==> config.mk <==
export PLATFORM = sky130hd
export DESIGN_NAME = dns_response_parser
export DESIGN_NICKNAME = d
export VERILOG_FILES = /design/src/design/drp_pkg.sv /design/src/design/drp_parser.sv /design/src/design/dns_response_parser.sv
export VERILOG_INCLUDE_DIRS = /design/src /design/src/design
export SDC_FILE = /design/constraint.sdc
export NUM_CORES = 1
export LEC_CHECK = 0
export BUFFER_PORTS_ARGS = -buffer_cell sky130_fd_sc_hd__buf_2
export CORE_ASPECT_RATIO = 1.5
export CORE_MARGIN = 5
export CORE_UTILIZATION = 50
export DETAILED_ROUTE_END_ITERATION = 8
export PLACE_DENSITY = 0.69
export SLEW_MARGIN = 10
export SYNTH_ARGS = -nofsm -noshare
export SYNTH_HDL_FRONTEND = slang
export SYNTH_HIERARCHICAL = 1
export SYNTH_SLANG_ARGS = --single-unit
==> constraint.sdc <==
create_clock -name clk -period 4.4 [get_ports clk]
set_clock_uncertainty 0.2 [all_clocks]
set_input_delay 0.88 -clock clk [delete_from_list [all_inputs] [get_ports clk]]
set_output_delay 0.88 -clock clk [all_outputs]
set_load 0.02 [all_outputs]
==> src/design/dns_response_parser_macros.svh <==
// ----------------------------------------------------------------------------
// DNS response parser assertion macros
// Shared concurrent assertion forms, clocked on the rising edge and
// disabled while reset is asserted.
// ----------------------------------------------------------------------------
`ifndef DNS_RESPONSE_PARSER_MACROS_SVH
`define DNS_RESPONSE_PARSER_MACROS_SVH

// antecedent implies consequent in the same cycle
`define DRP_ASSERT_NOW(label, clk, rst_n, ante, cons, msg) \
	label: assert property (@(posedge clk) disable iff (!rst_n) (ante) |-> (cons)) \
		else $error(msg);

// antecedent implies consequent in the next cycle
`define DRP_ASSERT_NEXT(label, clk, rst_n, ante, cons, msg) \
	label: assert property (@(posedge clk) disable iff (!rst_n) (ante) |=> (cons)) \
		else $error(msg);

`endif

==> src/design/drp_pkg.sv <==
`timescale 1ns / 1ps
// ----------------------------------------------------------------------------
// drp_pkg
// Types and constants shared by the DNS response parser modules.
// ----------------------------------------------------------------------------
package drp_pkg;

	typedef logic [3:0] phase_t;

	localparam phase_t PH_HEADER = 4'd0;
	localparam phase_t PH_QNAME  = 4'd1;
	localparam phase_t PH_QPTR   = 4'd2;
	localparam phase_t PH_QFIXED = 4'd3;
	localparam phase_t PH_ANAME  = 4'd4;
	localparam phase_t PH_APTR   = 4'd5;
	localparam phase_t PH_AFIXED = 4'd6;
	localparam phase_t PH_RDATA  = 4'd7;
	localparam phase_t PH_RDNAME = 4'd8;
	localparam phase_t PH_DONE   = 4'd9;

	localparam logic [7:0]  DOT_CHAR    = 8'd46;
	localparam logic [7:0]  PTR_MASK    = 8'hC0;
	localparam logic [15:0] TYPE_A      = 16'h0001;
	localparam logic [15:0] TYPE_CNAME  = 16'h0005;
	localparam logic [15:0] CLASS_IN    = 16'h0001;

	typedef struct packed {
		logic [7:0] out_byte;
		logic       alias_start;
		logic       address_start;
		logic [3:0] alias_count;
		logic [3:0] address_count;
	} res_t;

endpackage

==> src/design/drp_parser.sv <==
`timescale 1ns / 1ps
// ----------------------------------------------------------------------------
// drp_parser
// Message walk state and the per-byte next-state / result logic.
// ----------------------------------------------------------------------------
`include "dns_response_parser_macros.svh"

module drp_parser import drp_pkg::*; #(
	parameter int MAX_RECORDS = 10
) (
	input  logic       clk,
	input  logic       arst_n,
	input  logic       step_en,
	input  logic [7:0] in_byte,
	input  logic       last,
	output res_t       res
);

	localparam logic [3:0] MAX_CNT = 4'(MAX_RECORDS);

	phase_t      phase_q,  phase_n;
	logic [3:0]  fpos_q,   fpos_n;   // saturates at 15, only small values matter
	logic [15:0] qtot_q,   qtot_n;
	logic [15:0] atot_q,   atot_n;
	logic [15:0] rtype_q,  rtype_n;
	logic [15:0] rclass_q, rclass_n;
	logic [15:0] dlen_q,   dlen_n;
	logic [7:0]  nla_q,    nla_n;
	logic [3:0]  names_q,  names_n;
	logic [3:0]  addrs_q,  addrs_n;

	logic        nm_end, nm_ptr, nm_label, alias_hit, addr_hit;
	logic [7:0]  nm_nla;
	logic [3:0]  fpos_inc;
	logic [15:0] dlen_dec;
	logic        as_bit, ad_bit;
	logic [7:0]  ob;
	phase_t      er_phase;
	logic [15:0] er_atot;

	always_comb begin
		// name byte classification
		nm_end    = (nla_q == 8'd0) && (in_byte == 8'd0);
		nm_ptr    = (nla_q == 8'd0) && ((in_byte & PTR_MASK) == PTR_MASK);
		nm_label  = (nla_q == 8'd0) && !nm_end && !nm_ptr;
		nm_nla    = (nla_q != 8'd0) ? nla_q - 8'd1 : (nm_label ? in_byte : 8'd0);
		alias_hit = (nla_q != 8'd0) && (fpos_q == 4'd1) && (names_q < MAX_CNT);
		addr_hit  = (fpos_q == 4'd0) && (rtype_q == TYPE_A) && (rclass_q == CLASS_IN)
			&& (addrs_q < MAX_CNT);
		fpos_inc  = (fpos_q == 4'hF) ? fpos_q : fpos_q + 4'd1;
		dlen_dec  = (dlen_q != 16'd0) ? dlen_q - 16'd1 : 16'd0;
		// end of an answer record
		if (atot_q <= 16'd1) begin
			er_phase = PH_DONE;
			er_atot  = 16'd0;
		end else begin
			er_phase = PH_ANAME;
			er_atot  = atot_q - 16'd1;
		end

		phase_n  = phase_q;
		fpos_n   = fpos_q;
		qtot_n   = qtot_q;
		atot_n   = atot_q;
		rtype_n  = rtype_q;
		rclass_n = rclass_q;
		dlen_n   = dlen_q;
		nla_n    = nla_q;
		ob       = in_byte;
		as_bit   = 1'b0;
		ad_bit   = 1'b0;

		case (phase_q)
			PH_HEADER: begin
				if (fpos_q == 4'd4 || fpos_q == 4'd5)
					qtot_n = {qtot_q[7:0], in_byte};
				else if (fpos_q == 4'd6 || fpos_q == 4'd7)
					atot_n = {atot_q[7:0], in_byte};
				if (fpos_q >= 4'd11) begin
					fpos_n = 4'd0;
					nla_n  = 8'd0;
					if (atot_q == 16'd0 || qtot_q > 16'd1)
						phase_n = PH_DONE;
					else if (qtot_q == 16'd1)
						phase_n = PH_QNAME;
					else
						phase_n = PH_ANAME;
				end else begin
					fpos_n = fpos_inc;
				end
			end
			PH_QNAME, PH_ANAME: begin
				fpos_n = fpos_inc;
				nla_n  = nm_nla;
				as_bit = alias_hit;
				if (nm_label)
					ob = DOT_CHAR;
				if (nm_end) begin
					phase_n = (phase_q == PH_QNAME) ? PH_QFIXED : PH_AFIXED;
					fpos_n  = 4'd0;
					nla_n   = 8'd0;
				end else if (nm_ptr) begin
					phase_n = (phase_q == PH_QNAME) ? PH_QPTR : PH_APTR;
				end
			end
			PH_QPTR, PH_APTR: begin
				phase_n = (phase_q == PH_QPTR) ? PH_QFIXED : PH_AFIXED;
				fpos_n  = 4'd0;
				nla_n   = 8'd0;
			end
			PH_QFIXED: begin
				if (fpos_q >= 4'd3) begin
					phase_n = PH_ANAME;
					fpos_n  = 4'd0;
					nla_n   = 8'd0;
				end else begin
					fpos_n = fpos_inc;
				end
			end
			PH_AFIXED: begin
				if (fpos_q <= 4'd1)
					rtype_n = {rtype_q[7:0], in_byte};
				else if (fpos_q <= 4'd3)
					rclass_n = {rclass_q[7:0], in_byte};
				else if (fpos_q >= 4'd8)
					dlen_n = {dlen_q[7:0], in_byte};
				if (fpos_q >= 4'd9) begin
					fpos_n = 4'd0;
					nla_n  = 8'd0;
					if (dlen_n == 16'd0) begin
						phase_n = er_phase;
						atot_n  = er_atot;
					end else if (rtype_q == TYPE_CNAME && rclass_q == CLASS_IN)
						phase_n = PH_RDNAME;
					else
						phase_n = PH_RDATA;
				end else begin
					fpos_n = fpos_inc;
				end
			end
			PH_RDATA: begin
				ad_bit = addr_hit;
				fpos_n = fpos_inc;
				dlen_n = dlen_dec;
				if (dlen_dec == 16'd0) begin
					phase_n = er_phase;
					atot_n  = er_atot;
					fpos_n  = 4'd0;
					nla_n   = 8'd0;
				end
			end
			PH_RDNAME: begin
				fpos_n = fpos_inc;
				nla_n  = nm_nla;
				as_bit = alias_hit;
				dlen_n = dlen_dec;
				if (nm_label)
					ob = DOT_CHAR;
				// CNAME target stays inside its rdata
				if (dlen_dec == 16'd0) begin
					phase_n = er_phase;
					atot_n  = er_atot;
					fpos_n  = 4'd0;
					nla_n   = 8'd0;
				end else if (nm_end || nm_ptr) begin
					phase_n = PH_RDATA;
				end
			end
			default: ;
		endcase

		names_n = names_q + {3'd0, as_bit};
		addrs_n = addrs_q + {3'd0, ad_bit};

		res.out_byte      = ob;
		res.alias_start   = as_bit;
		res.address_start = ad_bit;
		res.alias_count   = names_n;
		res.address_count = addrs_n;
	end

	always_ff @(posedge clk or negedge arst_n) begin
		if (!arst_n) begin
			phase_q  <= PH_HEADER;
			fpos_q   <= 4'd0;
			qtot_q   <= 16'd0;
			atot_q   <= 16'd0;
			rtype_q  <= 16'd0;
			rclass_q <= 16'd0;
			dlen_q   <= 16'd0;
			nla_q    <= 8'd0;
			names_q  <= 4'd0;
			addrs_q  <= 4'd0;
		end else if (step_en) begin
			if (last) begin
				phase_q  <= PH_HEADER;
				fpos_q   <= 4'd0;
				qtot_q   <= 16'd0;
				atot_q   <= 16'd0;
				rtype_q  <= 16'd0;
				rclass_q <= 16'd0;
				dlen_q   <= 16'd0;
				nla_q    <= 8'd0;
				names_q  <= 4'd0;
				addrs_q  <= 4'd0;
			end else begin
				phase_q  <= phase_n;
				fpos_q   <= fpos_n;
				qtot_q   <= qtot_n;
				atot_q   <= atot_n;
				rtype_q  <= rtype_n;
				rclass_q <= rclass_n;
				dlen_q   <= dlen_n;
				nla_q    <= nla_n;
				names_q  <= names_n;
				addrs_q  <= addrs_n;
			end
		end
	end

	`DRP_ASSERT_NEXT(a_last_resets, clk, arst_n, step_en && last, phase_q == PH_HEADER && names_q == 4'd0 && addrs_q == 4'd0, "state not cleared after last byte")
	`DRP_ASSERT_NOW(a_label_in_name, clk, arst_n, nla_q != 8'd0, phase_q == PH_QNAME || phase_q == PH_ANAME || phase_q == PH_RDNAME, "label count left outside a name")
	`DRP_ASSERT_NEXT(a_done_sticks, clk, arst_n, step_en && !last && phase_q == PH_DONE, phase_q == PH_DONE, "parser left done before message end")

endmodule

==> src/design/dns_response_parser.sv <==
`timescale 1ns / 1ps
// Path: a byte transferred in passes the input register, then the result register, to m_*.
// Throughput: one byte per cycle while m_tready stays high; input and result registers keep both sides moving.
// Backpressure: the input register holds while the result register is stalled.
// Reset: arst_n clears all valids and the parse state; the parser returns to the
// header phase, and it also does so after every byte carrying tlast.
// ----------------------------------------------------------------------------
// dns_response_parser
// Streaming DNS response walker: rewrites label lengths, marks alias and
// A-record address starts, and counts both per message.
// ----------------------------------------------------------------------------
`include "dns_response_parser_macros.svh"

module dns_response_parser import drp_pkg::*; #(
	parameter int MAX_RECORDS = 10
) (
	input  logic        clk,
	input  logic        arst_n,
	// receive side
	input  logic        s_tvalid,
	output logic        s_tready,
	input  logic [7:0]  s_tdata,   // [7:0] in_byte
	input  logic        s_tlast,   // last byte of message
	// result side
	output logic        m_tvalid,
	input  logic        m_tready,
	output logic [15:0] m_tdata,   // [7:0] out_byte, [11:8] alias_count, [15:12] address_count
	output logic [1:0]  m_tuser,   // [0] alias_start, [1] address_start
	output logic        m_tlast    // end_of_message
);

	// stage 1: input register
	logic       valid_s1;
	logic [7:0] byte_s1;
	logic       last_s1;
	// stage 2: result register
	logic       valid_s2;
	res_t       res_s2;
	logic       last_s2;

	logic adv_s2;   // result register can take a new value
	logic step_en;  // stage 1 byte moves into the parser this edge
	res_t res_c;

	assign adv_s2   = !valid_s2 || m_tready;
	assign step_en  = valid_s1 && adv_s2;
	assign s_tready = !valid_s1 || adv_s2;

	drp_parser #(
		.MAX_RECORDS(MAX_RECORDS)
	) u_parser (
		.clk    (clk),
		.arst_n (arst_n),
		.step_en(step_en),
		.in_byte(byte_s1),
		.last   (last_s1),
		.res    (res_c)
	);

	// valid bits
	always_ff @(posedge clk or negedge arst_n) begin
		if (!arst_n) begin
			valid_s1 <= 1'b0;
			valid_s2 <= 1'b0;
		end else begin
			if (s_tready)
				valid_s1 <= s_tvalid;
			if (adv_s2)
				valid_s2 <= valid_s1;
		end
	end

	// payload, no reset needed
	always_ff @(posedge clk) begin
		if (s_tvalid && s_tready) begin
			byte_s1 <= s_tdata;
			last_s1 <= s_tlast;
		end
		if (step_en) begin
			res_s2  <= res_c;
			last_s2 <= last_s1;
		end
	end

	assign m_tvalid = valid_s2;
	assign m_tdata  = {res_s2.address_count, res_s2.alias_count, res_s2.out_byte};
	assign m_tuser  = {res_s2.address_start, res_s2.alias_start};
	assign m_tlast  = last_s2;

	`DRP_ASSERT_NEXT(a_s1_holds, clk, arst_n, valid_s1 && !adv_s2, valid_s1 && $stable(byte_s1) && $stable(last_s1), "input register lost a byte under stall")
	`DRP_ASSERT_NEXT(a_step_fills_s2, clk, arst_n, step_en, valid_s2 && m_tlast == $past(last_s1), "parsed byte did not reach the result register")
	`DRP_ASSERT_NOW(a_counts_capped, clk, arst_n, valid_s2, res_s2.alias_count <= 4'(MAX_RECORDS) && res_s2.address_count <= 4'(MAX_RECORDS), "record count above limit")

endmodule

==> impl_metrics.env <==
export IMPL_power_ir_vdd_worst_mv=0.597
export IMPL_drv_cap=0
export IMPL_route_detailed_vias_per_inst=6.47
export IMPL_drtIter0Drc=530
export IMPL_drt_total_wl_um=21100
export IMPL_critPathKind="flop to flop"
export IMPL_clock_insertion_delay_worst_skew_ps=420
export IMPL_r2r_slack_ps=510
export IMPL_worst_r2r_path_depth=10
export IMPL_dieArea_mm2=0.0179
export IMPL_grt_antenna_before_repair=0
export IMPL_crit_fanout=15
export IMPL_detailedRoute_firstPassIterationCount=5
export IMPL_layout_nets=866
export IMPL_drcViolationCount=0
export IMPL_proportion_of_power_drawn_by_the_clock_network=0.290
export IMPL_worst_setup_path_end_kind="flop"
export IMPL_clockBufferDepth=2
export IMPL_multi_input_area_mm2=0.00386
export IMPL_drive_above_1_share=0.121
export IMPL_setup_slack_at_placement_ps=555
export IMPL_p_comb_frac=0.348
export IMPL_worst_slack_ps=507
export IMPL_grt_util_met2=0.411
export IMPL_cts_buffers=17
export IMPL_synthDistinctLibCells=83
export IMPL_yosys_warnings=6
export IMPL_synth_enable_flop_cells=28
export IMPL_status="finished, final reports clean"
export IMPL_destination_of_the_worst_register_to_register_timing_path="u_parser/atot_q[7]"
export IMPL_max_slew_margin=0.214
export IMPL_flow_area_growth_from_synthesis_pct=11.4
export IMPL_power_leakage_nw=3.71
export IMPL_first_global_vias=6886
export IMPL_groute_usage_overall=0.238
export IMPL_clock_root_buffer="clkbuf_16"
export IMPL_timing_hold_worst_class="flop to flop"
export IMPL_power_density_over_the_cells_mw_per_mm2=566
export IMPL_grtUsageMet1=0.271
export IMPL_fmaxAchievable_mhz=257
export IMPL_hold_start="u_parser/rclass_q[10]"
export IMPL_period_share=0.885
export IMPL_stdcell_count=1051
export IMPL_maximum_number_of_pins_on_one_net_before_global_route_repair=64
export IMPL_chipHeight_um=161
export IMPL_num_vias=6800
export IMPL_netlist_instances=825
export IMPL_seqCellArea_mm2=0.00349
export IMPL_die_w_um=111
export IMPL_hold_path_cell_count=2
export IMPL_final_fill_count=1294
export IMPL_synth_cell_area_mm2=0.00764
export IMPL_port_buffers=33
export IMPL_critical_path_start_type="flop"
export IMPL_net_count_synth=852
export IMPL_grt_overflow_total=0
export IMPL_detail_route_wl_per_cell_um=20.0
export IMPL_gp_routability_congestion=0.914
export IMPL_placementRows=55
export IMPL_asyncSetResetFlopFracSynth=0.791
export IMPL_worstHoldEndpoint="u_parser/rclass_q[10]"
export IMPL_cts_htree_levels=4
export IMPL_hold_worst_slack_ps=272
export IMPL_initial_core_util=0.507
export IMPL_yosys_most_used_dff="dfrtp_1"
export IMPL_report_final_slew_viol_count=0
export IMPL_critPathArrivalTime_ps=3990
export IMPL_clk_pin_slew_ps=60
export IMPL_cts_setup_buffers=0
export IMPL_dpl_cell_count=1019
export IMPL_power_internal_w=0.00292
export IMPL_cts_tree="done"
export IMPL_avg_inst_size_synth_um2=9.26
export IMPL_grt_setup_unrepaired="no"
export IMPL_antenna_cells=0
export IMPL_finalCriticalPeriod_ps=3890
export IMPL_synth_seq_cells=134
export IMPL_sequential_power_share=0.362
export IMPL_setup_violations_final=0
export IMPL_post_cts_resized_instances=0
export IMPL_switching_share=0.393
export IMPL_worstMarginPinSlew_ps=1170
export IMPL_area_inside_the_core_boundary_mm2=0.0151
export IMPL_met3_usage=0.0420
export IMPL_boundaryPins=34
export IMPL_cts_hold_fix_buffers=0
export IMPL_globalRoute_busiestLayer="met2"
export IMPL_startpoint_of_the_most_critical_register_to_register_path="u_parser/dlen_q[0]"
export IMPL_antenna_violating_nets_post_route=0
export IMPL_tns_ps=0
export IMPL_critPathRequiredTime_ps=4500
export IMPL_grt_first_pass_wirelength_um=34700
export IMPL_sequential_share_of_the_synthesized_area=0.457
export IMPL_final_core_utilization=0.565
export IMPL_hold_viol_final=0
export IMPL_cts_num_sinks=134
export IMPL_detailed_place_hpwl_um=14500
export IMPL_total_switching_power_w=0.00189
==> cell usage in the layout (no fill, tap or decap), drive strengths merged, types with 20 or more instances in the layout <==
cell and n:
inv 24, nand3 32, a21oi 25, nor4 21, nand2 148, nor3 33, buf 42, o21ai 63
dfrtp 106, clkbuf 20, edfxtp 28, a22o 23, nor2 45
==> registers in the layout, summed over array words and instances (netlist names) <==
| name | flops |
|---|---|
| u_parser/names_q | 4 |
| u_parser/rclass_q | 16 |
| u_parser/nla_q | 8 |
| u_parser/atot_q | 16 |
| byte_s1 | 8 |
| m_tvalid | 1 |
| valid_s1 | 1 |
| u_parser/fpos_q | 4 |
| m_tuser | 2 |
| m_tlast | 1 |
| u_parser/qtot_q | 16 |
| u_parser/phase_q | 4 |
| u_parser/dlen_q | 16 |
| m_tdata | 16 |
| u_parser/addrs_q | 4 |
| u_parser/rtype_q | 16 |
| last_s1 | 1 |
==> cells in the mapped netlist, drive strengths merged, types with 3 or more instances <==
master | number | area [um2]
a21o | 4 | 30.0
a2111oi | 3 | 26.3
o21ai | 63 | 330
nand2b | 12 | 75.1
a21oi | 25 | 125
nor4b | 3 | 26.3
o31ai | 6 | 58.8
nor4 | 21 | 174
nand3b | 3 | 35.0
a31oi | 12 | 81.3
nor3b | 9 | 72.6
a22o | 23 | 201
xnor2 | 6 | 52.6
or4 | 6 | 52.6
mux2 | 9 | 105
nor2b | 17 | 106
edfxtp | 28 | 841
o22ai | 4 | 25.0
nor2 | 45 | 176
nand2 | 148 | 556
and2 | 9 | 58.8
a22oi | 5 | 37.5
inv | 20 | 75.1
o311ai | 10 | 87.6
buf | 13 | 87.6
a221oi | 7 | 67.6
xor2 | 4 | 35.0
a221o | 4 | 40.0
mux2i | 5 | 50.1
nand3 | 32 | 160
clkbuf | 34 | 128
o211ai | 10 | 75.1
dfrtp | 106 | 2650
and3 | 5 | 31.3
or3 | 11 | 73.8
a31o | 5 | 43.8
o21a | 4 | 30.0
a32o | 5 | 50.1
nand4 | 7 | 43.8
nand4b | 4 | 35.0
o2bb2ai | 5 | 43.8
nor3 | 33 | 175
ha | 14 | 175
==> worst max-delay path by stage <==
stage	endpoint	startpoint	slack (ps)	cells past startpoint
detailed placement	u_parser/atot_q[7]	u_parser/dlen_q[0]	560	10
floorplan	u_parser/atot_q[8]	u_parser/dlen_q[0]	930	12
finish	u_parser/atot_q[7]	u_parser/dlen_q[0]	510	10
CTS	u_parser/atot_q[7]	u_parser/dlen_q[0]	530	10
global route	u_parser/atot_q[7]	u_parser/dlen_q[0]	230	10
global placement	u_parser/atot_q[8]	u_parser/dlen_q[0]	630	10
==> per-stage QoR <==
step / power [W] / instance area [um2]
4_1_cts: 0.00479 / 8510
3_3_place_gp: 0.00331 / 7930
2_1_floorplan: 0.00293 / 7640
3_5_place_dp: 0.00337 / 7930
6_report: 0.00481 / 8510
5_1_grt: 0.00510 / 8510
==> worst max-delay path: stages, from the launching register on <==
cell	delay, ps
dfrtp_1	530
inv_1	110
ha_1	220
or3b_1	500
nor4_2	350
mux2i_1	310
o2111ai_2	240
a221o_1	430
nor2_4	350
o21ai_4	150
a221o_1	370
==> logic make-up after synthesis <==
logic type / synth area share
AOI/OAI and AO/OA: 0.198
muxes: 0.0203
and+or+nand+nor: 0.250
buffers and inverters: 0.0385
xor gates and xnor gates: 0.0115
DFF: 0.457
adders and majority gates: 0.0243
==> layer usage <==
metal | share of wire | vias up
li1 | - | 3082
met1 | 0.38 | 3246
met2 | 0.50 | 367
met3 | 0.066 | 105
met4 | 0.059 | 0
met5 | 0 | -
==> power by group through the flow <==
| stage | clock network (W) | logic (W) | registers (W) |
|---|---|---|---|
| 2_1_floorplan | 0 | 0.00125 | 0.00168 |
| 3_3_place_gp | 0 | 0.00157 | 0.00174 |
| 3_5_place_dp | 0 | 0.00163 | 0.00175 |
| 4_1_cts | 0.00143 | 0.00164 | 0.00173 |
| 5_1_grt | 0.00149 | 0.00185 | 0.00176 |
| 6_report | 0.00140 | 0.00168 | 0.00174 |
==> area by class of cell <==
class | instances | area share
Inverter | 21 | 0.00926
Timing Repair Buffer | 42 | 0.0291
Clock buffer | 20 | 0.0513
Tap cell | 199 | 0.0293
Clock inverter | 12 | 0.0172
Sequential cell | 134 | 0.411
Multi-Input combinational cell | 623 | 0.453
No activity file was read; power rests on OpenSTA's default activity.
